<file path="src/rtl/core/slda_pkg.sv">
// Shared types and constants for the sensor link deframer and averager.
// Holds the queued job layout, channel codes and the emission slot order.
// No dependencies; slda_front, slda_back and the top level import this package.
package slda_pkg;

  // Emission slots, in the order results leave for one data byte.
  localparam int NUM_SLOTS = 7;
  localparam int S_SKIN1   = 0;
  localparam int S_ORAL    = 1;
  localparam int S_RESP    = 2;
  localparam int S_WAVE    = 3;
  localparam int S_PRESP   = 4;
  localparam int S_PWAVE   = 5;
  localparam int S_SKIN2   = 6;

  // Channel codes as they appear in header bits 6..3 and on the result.
  localparam logic [3:0] CH_SKIN1 = 4'd0;
  localparam logic [3:0] CH_ORAL  = 4'd1;
  localparam logic [3:0] CH_SKIN2 = 4'd2;
  localparam logic [3:0] CH_WAVE  = 4'd5;
  localparam logic [3:0] CH_RESP  = 4'd6;
  localparam logic [3:0] CH_PWAVE = 4'd9;
  localparam logic [3:0] CH_PRESP = 4'd12;

  localparam logic [3:0] SLOT_CHANNEL [NUM_SLOTS] = '{
    CH_SKIN1, CH_ORAL, CH_RESP, CH_WAVE, CH_PRESP, CH_PWAVE, CH_SKIN2
  };

  // Configuration register indexes and reset values.
  localparam logic [1:0] CFG_SKIN_BLOCK = 2'd0;
  localparam logic [1:0] CFG_RANGE_LOW  = 2'd1;
  localparam logic [1:0] CFG_RANGE_HIGH = 2'd2;
  localparam logic [9:0] RANGE_LOW_RST  = 10'd200;
  localparam logic [9:0] RANGE_HIGH_RST = 10'd700;

  typedef logic [NUM_SLOTS-1:0] slot_mask_t;

  typedef struct packed {
    logic       skin_block;
    logic [9:0] range_low;
    logic [9:0] range_high;
  } cfg_t;

  // One data byte's work: which channels to report and the assembled values.
  typedef struct packed {
    slot_mask_t mask;
    logic [9:0] full;
    logic [6:0] data;
  } job_t;

  function automatic slot_mask_t code_to_mask(input logic [3:0] code);
    slot_mask_t m;
    m = '0;
    unique case (code)
      CH_SKIN1: m[S_SKIN1] = 1'b1;
      CH_ORAL:  m[S_ORAL]  = 1'b1;
      CH_SKIN2: m[S_SKIN2] = 1'b1;
      CH_WAVE:  m[S_WAVE]  = 1'b1;
      CH_RESP:  m[S_RESP]  = 1'b1;
      CH_PWAVE: m[S_PWAVE] = 1'b1;
      CH_PRESP: m[S_PRESP] = 1'b1;
      default:  m = '0;
    endcase
    return m;
  endfunction

endpackage

</file>
<file path="src/rtl/core/slda_byte_if.sv">
// Valid/ready channel that carries one link byte per transaction.
// No dependencies.
interface slda_byte_if;
  logic       valid;
  logic       ready;
  logic [7:0] rx_byte;

  modport source (output valid, output rx_byte, input ready);
  modport sink   (input valid, input rx_byte, output ready);
endinterface

</file>
<file path="src/rtl/core/slda_result_if.sv">
// Valid/ready channel that carries one channel result per transaction.
// No dependencies.
interface slda_result_if;
  logic       valid;
  logic       ready;
  logic [3:0] channel;
  logic [9:0] value;
  logic       in_range;
  logic       last;

  modport source (output valid, output channel, output value, output in_range,
                  output last, input ready);
  modport sink   (input valid, input channel, input value, input in_range,
                  input last, output ready);
endinterface

</file>
<file path="src/rtl/core/slda_queue.sv">
// Small flip-flop FIFO between the deframer and the result sequencer.
// Generic width and depth; no package dependency.
module slda_queue #(
  parameter int WIDTH = 24,
  parameter int DEPTH = 4
) (
  input  logic             clk,
  input  logic             rst,
  input  logic             push,
  input  logic [WIDTH-1:0] wdata,
  output logic             full,
  input  logic             pop,
  output logic [WIDTH-1:0] rdata,
  output logic             empty
);
  localparam int PTR_W = (DEPTH > 1) ? $clog2(DEPTH) : 1;
  localparam int CNT_W = $clog2(DEPTH + 1);

  logic [WIDTH-1:0] mem [DEPTH];
  logic [PTR_W-1:0] wr_ptr;
  logic [PTR_W-1:0] rd_ptr;
  logic [CNT_W-1:0] count;
  logic             do_push;
  logic             do_pop;

  assign full    = (count == CNT_W'(DEPTH));
  assign empty   = (count == '0);
  assign rdata   = mem[rd_ptr];
  assign do_push = push && !full;
  assign do_pop  = pop && !empty;

  always_ff @(posedge clk) begin
    if (do_push) begin
      mem[wr_ptr] <= wdata;
    end
  end

  always_ff @(posedge clk) begin
    if (rst) begin
      wr_ptr <= '0;
      rd_ptr <= '0;
      count  <= '0;
    end else begin
      if (do_push) begin
        wr_ptr <= (wr_ptr == PTR_W'(DEPTH - 1)) ? '0 : wr_ptr + 1'b1;
      end
      if (do_pop) begin
        rd_ptr <= (rd_ptr == PTR_W'(DEPTH - 1)) ? '0 : rd_ptr + 1'b1;
      end
      if (do_push && !do_pop) begin
        count <= count + 1'b1;
      end else if (do_pop && !do_push) begin
        count <= count - 1'b1;
      end
    end
  end
endmodule

</file>
<file path="src/rtl/core/slda_front.sv">
// Deframer, using slda_pkg and slda_byte_if: takes link bytes, tracks header bits
// and pending channels, and queues each data byte after a header with channels due.
module slda_front import slda_pkg::*; (
  input  logic        clk,
  input  logic        rst,
  input  cfg_t        cfg,
  slda_byte_if.sink   rx,
  output logic        push,
  output job_t        job,
  input  logic        q_full
);
  logic [2:0] header_bits;
  logic       header_seen;
  slot_mask_t pending;
  slot_mask_t skin_hold;
  slot_mask_t emit_mask;
  logic       accept;
  logic       is_header;

  assign rx.ready  = !q_full;
  assign accept    = rx.valid && rx.ready;
  assign is_header = rx.rx_byte[7];

  always_comb begin
    skin_hold = '0;
    if (cfg.skin_block) begin
      skin_hold[S_SKIN1] = 1'b1;
      skin_hold[S_SKIN2] = 1'b1;
    end
    emit_mask = pending & ~skin_hold;
    job.mask  = emit_mask;
    // Data bytes have bit 7 clear, so the weighted header bits simply sit above them.
    job.full  = {header_bits[1], header_bits[0], header_bits[2], rx.rx_byte[6:0]};
    job.data  = rx.rx_byte[6:0];
    push      = accept && !is_header && header_seen && (emit_mask != '0);
  end

  always_ff @(posedge clk) begin
    if (rst) begin
      header_bits <= '0;
      header_seen <= 1'b0;
      pending     <= '0;
    end else if (accept) begin
      if (is_header) begin
        header_bits <= rx.rx_byte[2:0];
        header_seen <= 1'b1;
        pending     <= pending | code_to_mask(rx.rx_byte[6:3]);
      end else if (header_seen) begin
        header_seen <= 1'b0;
        pending     <= pending & ~emit_mask;
      end
    end
  end
endmodule

</file>
<file path="src/rtl/core/slda_back.sv">
// Result sequencer: pops jobs, runs the skin1 block average and emits one
// result per cycle, unless the receiver stalls, into the output register. Uses slda_pkg and slda_result_if.
module slda_back import slda_pkg::*; #(
  parameter int AVG_SAMPLES = 9
) (
  input  logic          clk,
  input  logic          rst,
  input  cfg_t          cfg,
  input  logic          q_empty,
  input  job_t          q_head,
  output logic          pop,
  slda_result_if.source result
);
  localparam int DIVISOR   = AVG_SAMPLES + 1;
  localparam int DIV_SHIFT = 20;
  localparam int RECIP     = (1 << DIV_SHIFT) / DIVISOR;
  localparam int DIVD_W    = 15;
  localparam int PROD_W    = DIVD_W + DIV_SHIFT;

  typedef enum logic [4:0] {
    ST_IDLE = 5'b00001,
    ST_SUM  = 5'b00010,
    ST_MUL  = 5'b00100,
    ST_FIX  = 5'b01000,
    ST_EMIT = 5'b10000
  } state_t;

  state_t      state;
  job_t        cur;
  logic [13:0] avg_sum;
  logic [3:0]  avg_count;
  logic [9:0]  avg_value;
  logic [DIVD_W-1:0] dividend;
  logic [PROD_W-1:0] prod;

  logic [13:0] sum_next;
  logic [3:0]  count_next;
  logic [DIVD_W-1:0] quot_est;
  logic [DIVD_W+4:0] remainder;
  logic [2:0]  sel;
  slot_mask_t  remaining;
  logic [9:0]  sel_value;
  logic        slot_free;

  assign slot_free  = !result.valid || result.ready;
  assign pop        = (state == ST_IDLE) && !q_empty;
  assign sum_next   = avg_sum + 14'(cur.full);
  assign count_next = avg_count + 1'b1;
  assign quot_est   = prod[DIV_SHIFT +: DIVD_W];
  assign remainder  = (DIVD_W+5)'(dividend) - (DIVD_W+5)'(quot_est) * (DIVD_W+5)'(DIVISOR);

  always_comb begin
    sel = '0;
    for (int i = NUM_SLOTS - 1; i >= 0; i--) begin
      if (cur.mask[i]) begin
        sel = 3'(i);
      end
    end
    remaining      = cur.mask;
    remaining[sel] = 1'b0;
    priority if (sel == 3'(S_SKIN1)) begin
      sel_value = avg_value;
    end else if (sel == 3'(S_RESP) || sel == 3'(S_PRESP)) begin
      sel_value = {3'b000, cur.data};
    end else begin
      sel_value = cur.full;
    end
  end

  always_ff @(posedge clk) begin
    if (state == ST_IDLE) begin
      cur <= q_head;
    end else if (state == ST_EMIT && slot_free) begin
      cur.mask <= remaining;
    end
    if (state == ST_SUM) begin
      dividend <= DIVD_W'(avg_value) + DIVD_W'(sum_next);
    end
    if (state == ST_MUL) begin
      prod <= PROD_W'(dividend) * PROD_W'(RECIP);
    end
    if (state == ST_EMIT && slot_free) begin
      result.channel  <= SLOT_CHANNEL[sel];
      result.value    <= sel_value;
      result.in_range <= (sel_value > cfg.range_low) && (sel_value < cfg.range_high);
      result.last     <= (remaining == '0);
    end
  end

  always_ff @(posedge clk) begin
    if (rst) begin
      state        <= ST_IDLE;
      avg_sum      <= '0;
      avg_count    <= '0;
      avg_value    <= '0;
      result.valid <= 1'b0;
    end else begin
      if (state == ST_EMIT && slot_free) begin
        result.valid <= 1'b1;
      end else if (result.ready) begin
        result.valid <= 1'b0;
      end
      unique case (state)
        ST_IDLE: begin
          if (!q_empty) begin
            state <= q_head.mask[S_SKIN1] ? ST_SUM : ST_EMIT;
          end
        end
        ST_SUM: begin
          if (count_next >= 4'(AVG_SAMPLES)) begin
            avg_sum   <= '0;
            avg_count <= '0;
            state     <= ST_MUL;
          end else begin
            avg_sum   <= sum_next;
            avg_count <= count_next;
            state     <= ST_EMIT;
          end
        end
        ST_MUL: begin
          state <= ST_FIX;
        end
        ST_FIX: begin
          // The reciprocal estimate is at most one below the true quotient.
          if (remainder >= (DIVD_W+5)'(DIVISOR)) begin
            avg_value <= 10'(quot_est + 1'b1);
          end else begin
            avg_value <= 10'(quot_est);
          end
          state <= ST_EMIT;
        end
        ST_EMIT: begin
          if (slot_free && remaining == '0) begin
            state <= ST_IDLE;
          end
        end
        default: state <= ST_IDLE;
      endcase
    end
  end
endmodule

</file>
<file path="src/rtl/core/sensor_link_deframer_averager_core.sv">
// Top level of the sensor link deframer and averager.
// Depends on slda_pkg, slda_byte_if, slda_result_if, slda_queue, slda_front
// and slda_back.
//
// Usage: link bytes enter on rx, one per transaction. A byte with bit 7 set is
// a header that marks its channel pending; the next byte with bit 7 clear is
// data and yields one result per pending channel on result, in the order
// skin1, oral, resp, wave, presp, pwave, skin2, with last set on the final one.
// skin_block holds back skin1 and skin2. Registers are written through
// cfg_wr_en/cfg_index/cfg_data, only while idle; the user must keep to this,
// the block does not enforce it. Throughput: the deframer takes a byte every
// cycle while its job queue has room. The sequencer loads each job, then emits
// its results one per cycle while the receiver takes them; a reported skin1
// adds a summing step, and a sample that completes an average block adds the
// reciprocal multiply and the correction. A stalled result receiver holds the
// output register; jobs then gather in the queue and rx.ready drops when it
// fills. Reset clears the pending set, the averager and the output, and loads
// the range bounds with 200 and 700 and skin_block with zero.
module sensor_link_deframer_averager_core import slda_pkg::*; #(
  parameter int AVG_SAMPLES = 9,
  parameter int QUEUE_DEPTH = 4
) (
  input  logic          clk,
  input  logic          rst,
  slda_byte_if.sink     rx,
  slda_result_if.source result,
  input  logic          cfg_wr_en,
  input  logic [1:0]    cfg_index,
  input  logic [9:0]    cfg_data
);
  cfg_t cfg;
  logic push;
  job_t push_job;
  logic q_full;
  logic q_empty;
  logic pop;
  job_t q_head;

  always_ff @(posedge clk) begin
    if (rst) begin
      cfg.skin_block <= 1'b0;
      cfg.range_low  <= RANGE_LOW_RST;
      cfg.range_high <= RANGE_HIGH_RST;
    end else if (cfg_wr_en) begin
      unique case (cfg_index)
        CFG_SKIN_BLOCK: cfg.skin_block <= cfg_data[0];
        CFG_RANGE_LOW:  cfg.range_low  <= cfg_data;
        CFG_RANGE_HIGH: cfg.range_high <= cfg_data;
        default: ;
      endcase
    end
  end

  slda_front u_front (
    .clk    (clk),
    .rst    (rst),
    .cfg    (cfg),
    .rx     (rx),
    .push   (push),
    .job    (push_job),
    .q_full (q_full)
  );

  slda_queue #(
    .WIDTH ($bits(job_t)),
    .DEPTH (QUEUE_DEPTH)
  ) u_queue (
    .clk   (clk),
    .rst   (rst),
    .push  (push),
    .wdata (push_job),
    .full  (q_full),
    .pop   (pop),
    .rdata (q_head),
    .empty (q_empty)
  );

  slda_back #(
    .AVG_SAMPLES (AVG_SAMPLES)
  ) u_back (
    .clk     (clk),
    .rst     (rst),
    .cfg     (cfg),
    .q_empty (q_empty),
    .q_head  (q_head),
    .pop     (pop),
    .result  (result)
  );
endmodule
</file>
<file path="src/flat_wrapper.sv">
// flat-port wrapper written by rule: the top's interface ports become plain ports
module sensor_link_deframer_averager_core_flat import slda_pkg::*;
#(
  parameter int AVG_SAMPLES = 9,
  parameter int QUEUE_DEPTH = 4
)
  (clk, rst, cfg_wr_en, cfg_index, cfg_data, rx_valid, rx_rx_byte, rx_ready, result_valid, result_channel, result_value, result_in_range, result_last, result_ready);
  slda_byte_if rx_i ();
  slda_result_if result_i ();
  input  logic clk;
  input  logic rst;
  input  logic cfg_wr_en;
  input  logic [1:0] cfg_index;
  input  logic [9:0] cfg_data;
  input wire logic [$bits(rx_i.valid)-1:0] rx_valid;
  input wire logic [$bits(rx_i.rx_byte)-1:0] rx_rx_byte;
  output wire logic [$bits(rx_i.ready)-1:0] rx_ready;
  output wire logic [$bits(result_i.valid)-1:0] result_valid;
  output wire logic [$bits(result_i.channel)-1:0] result_channel;
  output wire logic [$bits(result_i.value)-1:0] result_value;
  output wire logic [$bits(result_i.in_range)-1:0] result_in_range;
  output wire logic [$bits(result_i.last)-1:0] result_last;
  input wire logic [$bits(result_i.ready)-1:0] result_ready;
  assign rx_i.valid = rx_valid;
  assign rx_i.rx_byte = rx_rx_byte;
  assign rx_ready = rx_i.ready;
  assign result_valid = result_i.valid;
  assign result_channel = result_i.channel;
  assign result_value = result_i.value;
  assign result_in_range = result_i.in_range;
  assign result_last = result_i.last;
  assign result_i.ready = result_ready;
  sensor_link_deframer_averager_core #(.AVG_SAMPLES(AVG_SAMPLES), .QUEUE_DEPTH(QUEUE_DEPTH)) u_core (.clk(clk), .rst(rst), .rx(rx_i), .result(result_i), .cfg_wr_en(cfg_wr_en), .cfg_index(cfg_index), .cfg_data(cfg_data));
endmodule
</file>
<file path="config.mk">
export PLATFORM = sky130hd
export DESIGN_NAME = sensor_link_deframer_averager_core_flat
export DESIGN_NICKNAME = d
export VERILOG_FILES = /design/src/rtl/core/slda_pkg.sv /design/src/rtl/core/slda_byte_if.sv /design/src/rtl/core/slda_result_if.sv /design/src/rtl/core/slda_queue.sv /design/src/rtl/core/slda_front.sv /design/src/rtl/core/slda_back.sv /design/src/rtl/core/sensor_link_deframer_averager_core.sv /design/src/flat_wrapper.sv
export SDC_FILE = /design/constraint.sdc
export NUM_CORES = 1
export LEC_CHECK = 0
export ABC_AREA = 1
export CAP_MARGIN = 25
export CORE_UTILIZATION = 59
export DETAILED_ROUTE_END_ITERATION = 8
export DONT_BUFFER_PORTS = 1
export HOLD_SLACK_MARGIN = 0.1
export PLACE_DENSITY = 0.86
export SETUP_SLACK_MARGIN = 0.05
export SLEW_MARGIN = 10
export SYNTH_ARGS = -nofsm -noshare
export SYNTH_HDL_FRONTEND = slang
export SYNTH_HIERARCHICAL = 1
export SYNTH_SLANG_ARGS = --single-unit
</file>
<file path="constraint.sdc">
create_clock -name clk -period 5.3 [get_ports clk]
set_clock_uncertainty 0.2 [all_clocks]
set_input_delay 0.53 -clock clk [delete_from_list [all_inputs] [get_ports clk]]
set_output_delay 0.53 -clock clk [all_outputs]
set_load 0.05 [all_outputs]
</file>
==> out/qor_table.md, run 1 <==
| Quantity | Value | Unit |
|:---|:---|:---|
| Crit Reg-Reg Endpoint | u_core/u_back/prod[30] | - |
| Number of vias per cell | 5.70 | - |
| Number of iterations in the first detailed-routing pass | 6 | - |
| Sequential fraction of the synthesis area | 0.381 | - |
| DR iter-0 viols | 1056 | - |
| Die boundary width | 171 | µm |
| Number of maximum-capacitance violations | 0 | - |
| Layout Utilization | 0.666 | - |
| CTS Root Cell | sky130_fd_sc_hd__clkbuf_16 | - |
| Ratio of cells with drive above 1 in the final layout | 0.104 | - |
| Share of synthesized cell area in full adder, half adder and majority cells | 0.211 | - |
| Worst slew margin | 0.335 | - |
| Share of synthesized area spent on multiplexers | 0 | - |
| Class of the most critical hold timing path | primary input to flip-flop | - |
| Non-Filler Cell Area, Final | 18600 | µm² |
| Final setup violation count | 0 | - |
| Final clock period utilization by the worst path | 0.971 | - |
| FFs w/ async S/R, synth | 0 | - |
| Residual DRC count | 0 | - |
| Count of unique library cells instantiated by Yosys | 57 | - |
| IR Drop Worst-Case VDD | 0.000337 | V |
| GRT overflow | 0 | - |
| Status | complete, no violations | - |
| Critical path startpoint category | flip-flop | - |
| Unrepaired setup endpoints after global routing | yes | - |
| Number of port buffers | 0 | - |
| EDFF count, synth | 163 | - |
| Critical path required time | 5.38 | ns |
| Initial antenna violation count | 0 | - |
| FMAX | 194 | MHz |
| Crit path capture type | flip-flop | - |
| Initial cell density of the core | 0.602 | - |
| Number of nets with antenna violations after routing | 0 | - |
| Total vias in the final route | 13300 | - |
| Min Tclk post-route | 5.14 | ns |
| Wire length of the first global-routing pass | 63700 | µm |
| Average wire length per cell after detail routing | 17.0 | µm |
| Post-synthesis cell type with the largest combined area | sky130_fd_sc_hd__edfxtp_1 | - |
| Warning count from the yosys run | 6 | - |
| Most Frequent Cell on Critical Path | sky130_fd_sc_hd__fa_1 | - |
| Internal reg-to-reg setup slack | 0.16 | ns |
| Sinks on Clock Net | 238 | - |
| Average footprint of a synthesized cell | 8.84 | µm² |
| Final Hold Slack | 0.124 | ns |
| Vias in the first global route | 12900 | - |
| Post-synthesis instance total | 1898 | - |
| CTS HTree Levels | 1 | - |
| Maximum number of buffers from clock root to sink | 3 | - |
| Endpoints failing hold | 0 | - |
| Ordered list of cells on the worst path | ha_4 > inv_1 > fa_2 > inv_2 > fa_1 > inv_1 > fa_1 > inv_1 > fa_1 > fa_1 > ha_4 > nand2_2 > inv_2 > nand3_4 > nor3_4 > nand3_2 > nand3_2 > a21oi_1 > xor2_1 | - |
| Dominant combinational cell family by area after synthesis | adder cells | - |
| Core region area | 27900 | µm² |
| CP peak stage delay | 0.61 | ns |
| Final-report max-slew violation count | 0 | - |
| Die footprint | 29100 | µm² |
| Transition time at the pin with the least slew margin | 0.997 | ns |
| Critical path class | flip-flop to flip-flop | - |
| Inserted Diodes | 0 | - |
| Skew-Pair Late Insertion Delay | 0.53 | ns |
| Xor/xnor cell area share of the yosys netlist | 0.0292 | - |
| Final weighted congestion in routability-driven placement | 0.972 | - |
| Global routing usage summed across all routing layers | 0.276 | - |
| Clock transition at the registers of the reported paths | 0.06 | ns |
| Area post-placement | 17100 | µm² |
| Crit path DAT | 5.22 | ns |
| Number of standard-cell rows in the floorplan | 61 | - |
| Total wire length | 39700 | µm |
| Cells on worst reg2reg path | 19 | - |
| Die Span Y | 171 | µm |
| Most frequent cell after synthesis | sky130_fd_sc_hd__nand2_1 | - |
| Top_reg_cell synth | sky130_fd_sc_hd__edfxtp_1 | - |
| R2r startpoint | u_core/u_back/dividend[1] | - |
| Hold Crit Depth | 4 | - |
| Number of ports placed on the die boundary | 43 | - |
| Launch point of the worst hold path | rx_rx_byte[6] | - |
| TritonCTS clock tree | built | - |
| Syn nets | 2169 | - |
| Number of buffers created by CTS | 25 | - |
| End point of the most critical hold path | u_core/u_front/pending[5] | - |
| Simple-Gate Fraction of Synth Area | 0.192 | - |
| Largest net degree at the start of global routing | 50 | - |
| Static leakage | 8.51 | nW |
| Compound-cell area share of the yosys netlist | 0.0978 | - |
| Synth-to-layout area growth | 10.6 | % |
| Netlist area before placement | 16800 | µm² |
| Synth Register Bits | 238 | - |
| Maximum fanout count along the critical path | 3 | - |
| Leading cell types by count after synthesis | sky130_fd_sc_hd__nand2_1 (355), sky130_fd_sc_hd__inv_1 (299), sky130_fd_sc_hd__ha_1 (184), sky130_fd_sc_hd__nor2_1 (164), sky130_fd_sc_hd__edfxtp_1 (163) | - |
| Total negative slack | 0 | ns |
| Share of the synthesized area in the top cell type | 0.292 | - |
| Power per unit of standard cell area | 291 | nW/µm² |
| Final HPWL from detailed placement | 29400 | µm |
| Dominant cells by area after synthesis | sky130_fd_sc_hd__edfxtp_1 (29%), sky130_fd_sc_hd__ha_1 (14%), sky130_fd_sc_hd__dfxtp_1 (8.9%) | - |
| Library cell contributing the largest single delay on the critical path | sky130_fd_sc_hd__fa_2 | - |
| Nets | 2208 | - |
==> registers in the layout, indices dropped and copies added (netlist names), named ones only <==
name,count
u_core/u_queue/rd_ptr,2
u_core/u_back/dividend,15
u_core/u_queue/mem,96
u_core/u_back/result.in_range,1
u_core/u_back/result.channel,4
u_core/u_queue/count,3
u_core/u_back/avg_value,10
u_core/u_front/header_seen,1
u_core/u_back/prod,12
u_core/cfg,21
u_core/u_back/result.value,10
u_core/u_queue/wr_ptr,2
u_core/u_back/state,5
u_core/u_front/pending,7
u_core/u_back/avg_sum,14
u_core/u_back/cur,24
u_core/u_front/header_bits,3
u_core/u_back/result.valid,1
u_core/u_back/avg_count,4
u_core/u_back/result.last,1
==> where the power goes <==
| part | total (mW) | internal (mW) | switching (mW) |
|---|---|---|---|
| sequential | 2.18 | 2.13 | 0.0532 |
| combinational | 1.48 | 0.496 | 0.980 |
| clock | 1.74 | 1.02 | 0.721 |
| total | 5.40 | 3.64 | 1.76 |
==> metrics by stage <==
stage                     setup slack [ns]  power, mW  std cells
final                                0.155       5.40       2333
after CTS                           0.0385       5.30       2327
after detailed placement           -0.0989       3.53       2253
after global routing              -0.00674       5.66       2333
after floorplan                      0.211       3.17       1898
after global placement              0.0370       3.47       2253
==> how the worst max path moves through the flow <==
stage	end	slack (ns)	cells past startpoint	start
final	u_core/u_back/prod[30]	0.16	19	u_core/u_back/dividend[1]
after global routing	u_core/u_back/prod[30]	-0.007	19	u_core/u_back/dividend[1]
after CTS	u_core/u_back/prod[25]	0.04	17	u_core/u_back/dividend[13]
after detailed placement	u_core/u_back/prod[25]	-0.1	17	u_core/u_back/dividend[13]
after global placement	u_core/u_back/prod[25]	0.04	17	u_core/u_back/dividend[10]
after floorplan	u_core/u_back/prod[25]	0.21	19	u_core/u_back/dividend[13]
==> worst max-delay path, delay by kind of cell, from the launching register on <==
| kind | cells | cell delay (ns) |
|---|---|---|
| AOI/OAI and AO/OA | 1 | 0.07 |
| and+or+nand+nor | 5 | 0.59 |
| adders and majority gates | 7 | 3.07 |
| buffers and inverters | 5 | 0.32 |
| DFF | 1 | 0.49 |
| xor gates and xnor gates | 1 | 0.14 |
==> cells in the final DEF, fill, tap and decap left out, types with 4 or more instances in the layout <==
cell                            synthesis  final
sky130_fd_sc_hd__a211oi_1               4      4
sky130_fd_sc_hd__a21o_1                 7      7
sky130_fd_sc_hd__a21oi_1              107    100
sky130_fd_sc_hd__a21oi_2                3      9
sky130_fd_sc_hd__a31oi_1                8      8
sky130_fd_sc_hd__buf_4                 21     31
sky130_fd_sc_hd__clkbuf_16              0     25
sky130_fd_sc_hd__clkinv_1               1      5
sky130_fd_sc_hd__clkinv_2               0      4
sky130_fd_sc_hd__dfxtp_1               75     75
sky130_fd_sc_hd__dlygate4sd3_1          0     28
sky130_fd_sc_hd__edfxtp_1             163    163
sky130_fd_sc_hd__fa_1                  62     57
sky130_fd_sc_hd__fa_2                   0      5
sky130_fd_sc_hd__ha_1                 184    171
sky130_fd_sc_hd__ha_4                   0     12
sky130_fd_sc_hd__inv_1                299    294
sky130_fd_sc_hd__inv_2                  8     13
sky130_fd_sc_hd__nand2_1              355    351
sky130_fd_sc_hd__nand2_2                6     10
sky130_fd_sc_hd__nand3_1               89     85
sky130_fd_sc_hd__nand3_2                1      4
sky130_fd_sc_hd__nand3_4                3      4
sky130_fd_sc_hd__nand3b_1               5      5
sky130_fd_sc_hd__nand4_1               41     41
sky130_fd_sc_hd__nor2_1               164    159
sky130_fd_sc_hd__nor2_2                31     36
sky130_fd_sc_hd__nor2_4                 5      5
sky130_fd_sc_hd__nor3_1                12     10
sky130_fd_sc_hd__o21ai_0               91     90
sky130_fd_sc_hd__o21ai_1                5      6
sky130_fd_sc_hd__o21bai_1               4      4
sky130_fd_sc_hd__o22ai_1                5      5
sky130_fd_sc_hd__o22ai_2               20     20
sky130_fd_sc_hd__xnor2_1               15     15
sky130_fd_sc_hd__xor2_1                41     41
==> layer usage <==
layer / global-route usage / vias to the layer above / wire length, µm
met5: 0 / - / 0
met2: 0.502 / 528 / 20100
met1: 0.340 / 6295 / 16000
met3: 0.0301 / 92 / 2300
li1: - / 6373 / -
met4: 0.0917 / 0 / 1320
==> timing repair <==
| action | 4_1_cts | 5_1_grt |
|---|---|---|
| hold endpoints to repair | 130 | 0 |
| buffers inserted | 0 | 4 |
| hold buffers | 29 | 0 |
| gates cloned | 0 | 0 |
| pin swaps | 0 | 19 |
| resized for setup | 2 | 48 |
| endpoints found under the setup margin | 4 | 11 |
==> area by class of cell <==
class / instances / area (µm²)
Clock buffer: 28 / 637
Multi-Input combinational cell: 1302 / 9180
Inverter: 309 / 1160
Timing Repair Buffer: 61 / 538
Clock inverter: 17 / 174
Sequential cell: 238 / 6400
Tap cell: 378 / 473
Fill cell: 2026 / 9300
==> logic make-up (layout without fill, tap and decap cells) <==
family | count (synthesis) | after routing
AO/OA/AOI/OAI | 273 | 273
XOR/XNOR | 56 | 56
adder cells (fa/ha/maj) | 246 | 246
buffers and inverters | 358 | 415
flip-flops | 238 | 238
AND/OR/NAND/NOR | 727 | 727
Note: power is estimated with default switching activity, not from simulation.
==> inputs of run 2 (changes only) <==
--- a/config.mk
+++ b/config.mk
@@ -16,5 +16,4 @@
 export SLEW_MARGIN = 10
 export SYNTH_ARGS = -nofsm -noshare
 export SYNTH_HDL_FRONTEND = slang
-export SYNTH_HIERARCHICAL = 1
 export SYNTH_SLANG_ARGS = --single-unit
==> run 2 against run 1 <==
Effect of this change: the run now ends with negative setup slack left; largest cell class unchanged; via count shrank 9.8%; critical path type unchanged; non-clock buffer count grew 2; sequential share of layout area decreased by 2.1 points.
==> out/qor_table.md, run 2 <==
| Quantity | Value | Unit |
|:---|:---|:---|
| Final Hold Slack | 0.0974 | ns |
| Largest registers in the final layout | u_core.u_queue.mem (68), u_core.cfg (21), u_core.u_back.cur (17) | - |
| Cell internal pwr | 4.90 | mW |
| Number of vias per cell | 5.75 | - |
| Multi-input logic area | 8380 | µm² |
| IR Drop Worst-Case VDD | 0.000519 | V |
| Total vias in the final route | 12000 | - |
| Number of nets with antenna violations after routing | 0 | - |
| Average wire length per cell after detail routing | 17.7 | µm |
| Detailed route wirelength on metal2 | 18600 | µm |
| Status | finished, violations left | - |
| Crit Reg-Reg Endpoint | u_core.u_back.prod[27] | - |
| Wire length on met1 | 14500 | µm |
| TritonCTS clock tree | built | - |
| Share of synthesized area spent on multiplexers | 0.000771 | - |
| Most frequent cell after synthesis | sky130_fd_sc_hd__nand2_1 | - |
| Number of maximum-capacitance violations | 0 | - |
| R2r startpoint | u_core.u_back.dividend[10] | - |
| Portion of total power attributed to the clock network | 0.170 | - |
| Combinational Power Share | 0.584 | - |
| Dominant combinational cell family by area after synthesis | adder cells | - |
| Final weighted congestion in routability-driven placement | 0.943 | - |
| Maximum number of buffers from clock root to sink | 3 | - |
| Ratio of cells with drive above 1 in the final layout | 0.0926 | - |
| Critical path startpoint category | flip-flop | - |
| Power per unit of standard cell area | 539 | nW/µm² |
| Synth Register Bits | 203 | - |
| Sinks on Clock Net | 203 | - |
| Number of ports placed on the die boundary | 43 | - |
| Flip-flop and latch area | 5350 | µm² |
| Netlist area before placement | 14600 | µm² |
| Syn nets | 1955 | - |
| Top_reg_cell synth | sky130_fd_sc_hd__edfxtp_1 | - |
| Compound-cell area share of the yosys netlist | 0.111 | - |
| Total wire length | 36900 | µm |
| FMAX | 189 | MHz |
| Simple-Gate Fraction of Synth Area | 0.169 | - |
| Maximum fanout count along the critical path | 3 | - |
| Wire length of the first global-routing pass | 55900 | µm |
| Warning count from the yosys run | 0 | - |
| Synth-to-layout area growth | 13.1 | % |
| Number of buffers created by CTS | 21 | - |
| Min Tclk post-route | 5.30 | ns |
| Skew-Pair Late Insertion Delay | 0.50 | ns |
| Nets | 2017 | - |
| Residual DRC count | 0 | - |
| Net switching component of the power | 4.00 | mW |
| Initial cell density of the core | 0.601 | - |
| Sequential fraction of the synthesis area | 0.366 | - |
| Most common library cell in the layout ignoring fill and taps | sky130_fd_sc_hd__nand2_1 | - |
| Share of the synthesized area in the top cell type | 0.263 | - |
| Internal reg-to-reg setup slack | -0.0001 | ns |
| Transition time at the pin with the least slew margin | 0.763 | ns |
| Filler Cells Inserted | 1732 | - |
| Final-report max-slew violation count | 0 | - |
| Core region area | 24300 | µm² |
| Switching share of power | 0.449 | - |
| Proportion of power drawn by flip-flops and latches | 0.246 | - |
| Met3 WL post-DR | 2190 | µm |
| Xor/xnor cell area share of the yosys netlist | 0.0276 | - |
| Dominant cells by area after synthesis | sky130_fd_sc_hd__edfxtp_1 (26%), sky130_fd_sc_hd__ha_1 (16%), sky130_fd_sc_hd__dfxtp_1 (10%) | - |
| Global routing usage summed across all routing layers | 0.271 | - |
| Top library cells by usage in the layout, fill and taps aside | sky130_fd_sc_hd__nand2_1 (290), sky130_fd_sc_hd__inv_1 (280), sky130_fd_sc_hd__ha_1 (169) | - |
| Static leakage | 7.58 | nW |
| Final HPWL from detailed placement | 25700 | µm |
| Die boundary width | 159 | µm |
| Leading cell types by count after synthesis | sky130_fd_sc_hd__nand2_1 (296), sky130_fd_sc_hd__inv_1 (290), sky130_fd_sc_hd__ha_1 (184), sky130_fd_sc_hd__nor2_1 (145), sky130_fd_sc_hd__edfxtp_1 (128) | - |
| Unrepaired setup endpoints after global routing | yes | - |
| DR iter-0 viols | 952 | - |
| Inserted Diodes | 0 | - |
| Clock transition at the registers of the reported paths | 0.07 | ns |
| FFs w/ async S/R, synth | 0 | - |
| CTS HTree Levels | 1 | - |
| Class of the most critical hold timing path | primary input to flip-flop | - |
| First element of the critical path | u_core.u_back.dividend[10] | - |
| CTS Root Cell | sky130_fd_sc_hd__clkbuf_16 | - |
| Count of unique library cells instantiated by Yosys | 55 | - |
| Endpoints failing hold | 0 | - |
| Crit path DAT | 5.34 | ns |
| Worst setup path end | u_core.u_back.prod[27] | - |
| Max FFs per register | 68 | - |
| Final setup violation count | 1 | - |
| Critical path required time | 5.34 | ns |
| EDFF count, synth | 128 | - |
| Post-synthesis cell type with the largest combined area | sky130_fd_sc_hd__edfxtp_1 | - |
| Average footprint of a synthesized cell | 8.68 | µm² |
| Post-synthesis instance total | 1684 | - |
| Number of iterations in the first detailed-routing pass | 5 | - |
| Register with the most flip-flops | u_core.u_queue.mem | - |
| Largest net degree at the start of global routing | 39 | - |
| Initial antenna violation count | 0 | - |
| Number of standard-cell rows in the floorplan | 57 | - |
| Critical path class | flip-flop to flip-flop | - |
| Final clock period utilization by the worst path | 1.00 | - |
| GRT overflow | 0 | - |
| Crit path capture type | flip-flop | - |
| Vias in the first global route | 11800 | - |
| Total negative slack | -0.000149 | ns |
| Number of port buffers | 0 | - |
| Worst slew margin | 0.478 | - |
| Cells on worst reg2reg path | 18 | - |
| Die footprint | 25400 | µm² |
| Failing checks | negative setup slack | - |
| Die Span Y | 159 | µm |
| Highest Signal Layer | met4 | - |
| Setup slack of the critical path after layout | -0.000149 | ns |
| Share of synthesized cell area in full adder, half adder and majority cells | 0.243 | - |
==> run 2: changes by cell type after synthesis, sizes merged, moves of 13 or more <==
cell,previous run,this run
nor2,200,154
buf,41,4
nand3,93,70
nand4,42,10
nand2,362,302
edfxtp,163,128
inv,308,295
==> run 2: cells by family (layout without fill, tap and decap cells) <==
group | after synthesis | count (layout)
AOI/OAI and AO/OA | 287 | 287
xor gates and xnor gates | 46 | 46
adders and majority gates | 246 | 246
buffers and inverters | 320 | 396
DFF | 203 | 203
muxes | 1 | 1
and+or+nand+nor | 581 | 581
==> run 2: timing repair <==
item,4_1_cts,5_1_grt
setup endpoints to repair,6,12
hold buffers,24,0
resized for setup,8,59
pin swaps,4,28
endpoints found under the hold margin,92,0
buffers inserted,0,7
==> run 2: power by group through the flow <==
stage	Sequential, mW	Combinational (mW)	Clock, mW
finish	2.19	5.20	1.51
global route	2.20	5.70	1.58
CTS	2.19	4.31	1.51
detailed placement	2.22	4.09	0
global placement	2.21	3.93	0
floorplan	2.17	3.10	0
==> run 2: per-layer routing <==
| layer | up-vias | track usage |
|---|---|---|
| met4 | 0 | 0.128 |
| met1 | 5645 | 0.329 |
| met5 | - | 0 |
| met3 | 120 | 0.0326 |
| met2 | 500 | 0.482 |
| li1 | 5717 | - |
==> run 2: area by class of cell <==
| type | instances | share of cell area |
|---|---|---|
| clock inverter | 13 | 0.00947 |
| multi-input combinational | 1161 | 0.508 |
| clock buffer | 24 | 0.0325 |
| tap | 324 | 0.0245 |
| sequential | 203 | 0.324 |
| inverter | 296 | 0.0673 |
| timing repair buffer | 63 | 0.0351 |
==> run 2: how the worst min path moves through the flow <==
stage                     depth (start not counted)            from                         end  slack (ns)
after CTS                                         3   rx_rx_byte[6]   u_core.u_front.pending[1]        0.11
after detailed placement                          2   u_core.cfg[1]               u_core.cfg[1]        0.25
after global placement                            2   u_core.cfg[1]               u_core.cfg[1]        0.25
final                                             3    cfg_index[1]              u_core.cfg[10]         0.1
after global routing                              2             rst  u_core.u_back.avg_value[1]        0.12
after floorplan                                   2  u_core.cfg[11]              u_core.cfg[11]        0.23
==> run 2: critical path, cell delays in order (launching register included) <==
cell,delay (ns)
sky130_fd_sc_hd__edfxtp_1,0.52
sky130_fd_sc_hd__ha_4,0.30
sky130_fd_sc_hd__fa_1,0.57
sky130_fd_sc_hd__inv_2,0.05
sky130_fd_sc_hd__fa_2,0.52
sky130_fd_sc_hd__inv_2,0.05
sky130_fd_sc_hd__fa_2,0.34
sky130_fd_sc_hd__fa_1,0.56
sky130_fd_sc_hd__inv_2,0.05
sky130_fd_sc_hd__fa_1,0.55
sky130_fd_sc_hd__inv_2,0.06
sky130_fd_sc_hd__ha_4,0.23
sky130_fd_sc_hd__a21oi_2,0.16
sky130_fd_sc_hd__o21ai_0,0.11
sky130_fd_sc_hd__a21oi_1,0.22
sky130_fd_sc_hd__nand3_2,0.16
sky130_fd_sc_hd__nand2_2,0.13
sky130_fd_sc_hd__nand2_1,0.08
sky130_fd_sc_hd__xor2_1,0.16
==> run 2: metrics by stage <==
stage	worst slack, ns	std cells	utilization	cell area, µm²	power [mW]
final	-0.000149	2084	0.679	16500	8.90
after global placement	0.0514	2012	0.622	15100	6.15
after floorplan	0.160	1684	-	14600	5.27
after global routing	-0.143	2084	0.679	16500	9.48
after CTS	0.0323	2073	0.663	16100	8.01
after detailed placement	-0.158	2012	0.622	15100	6.31
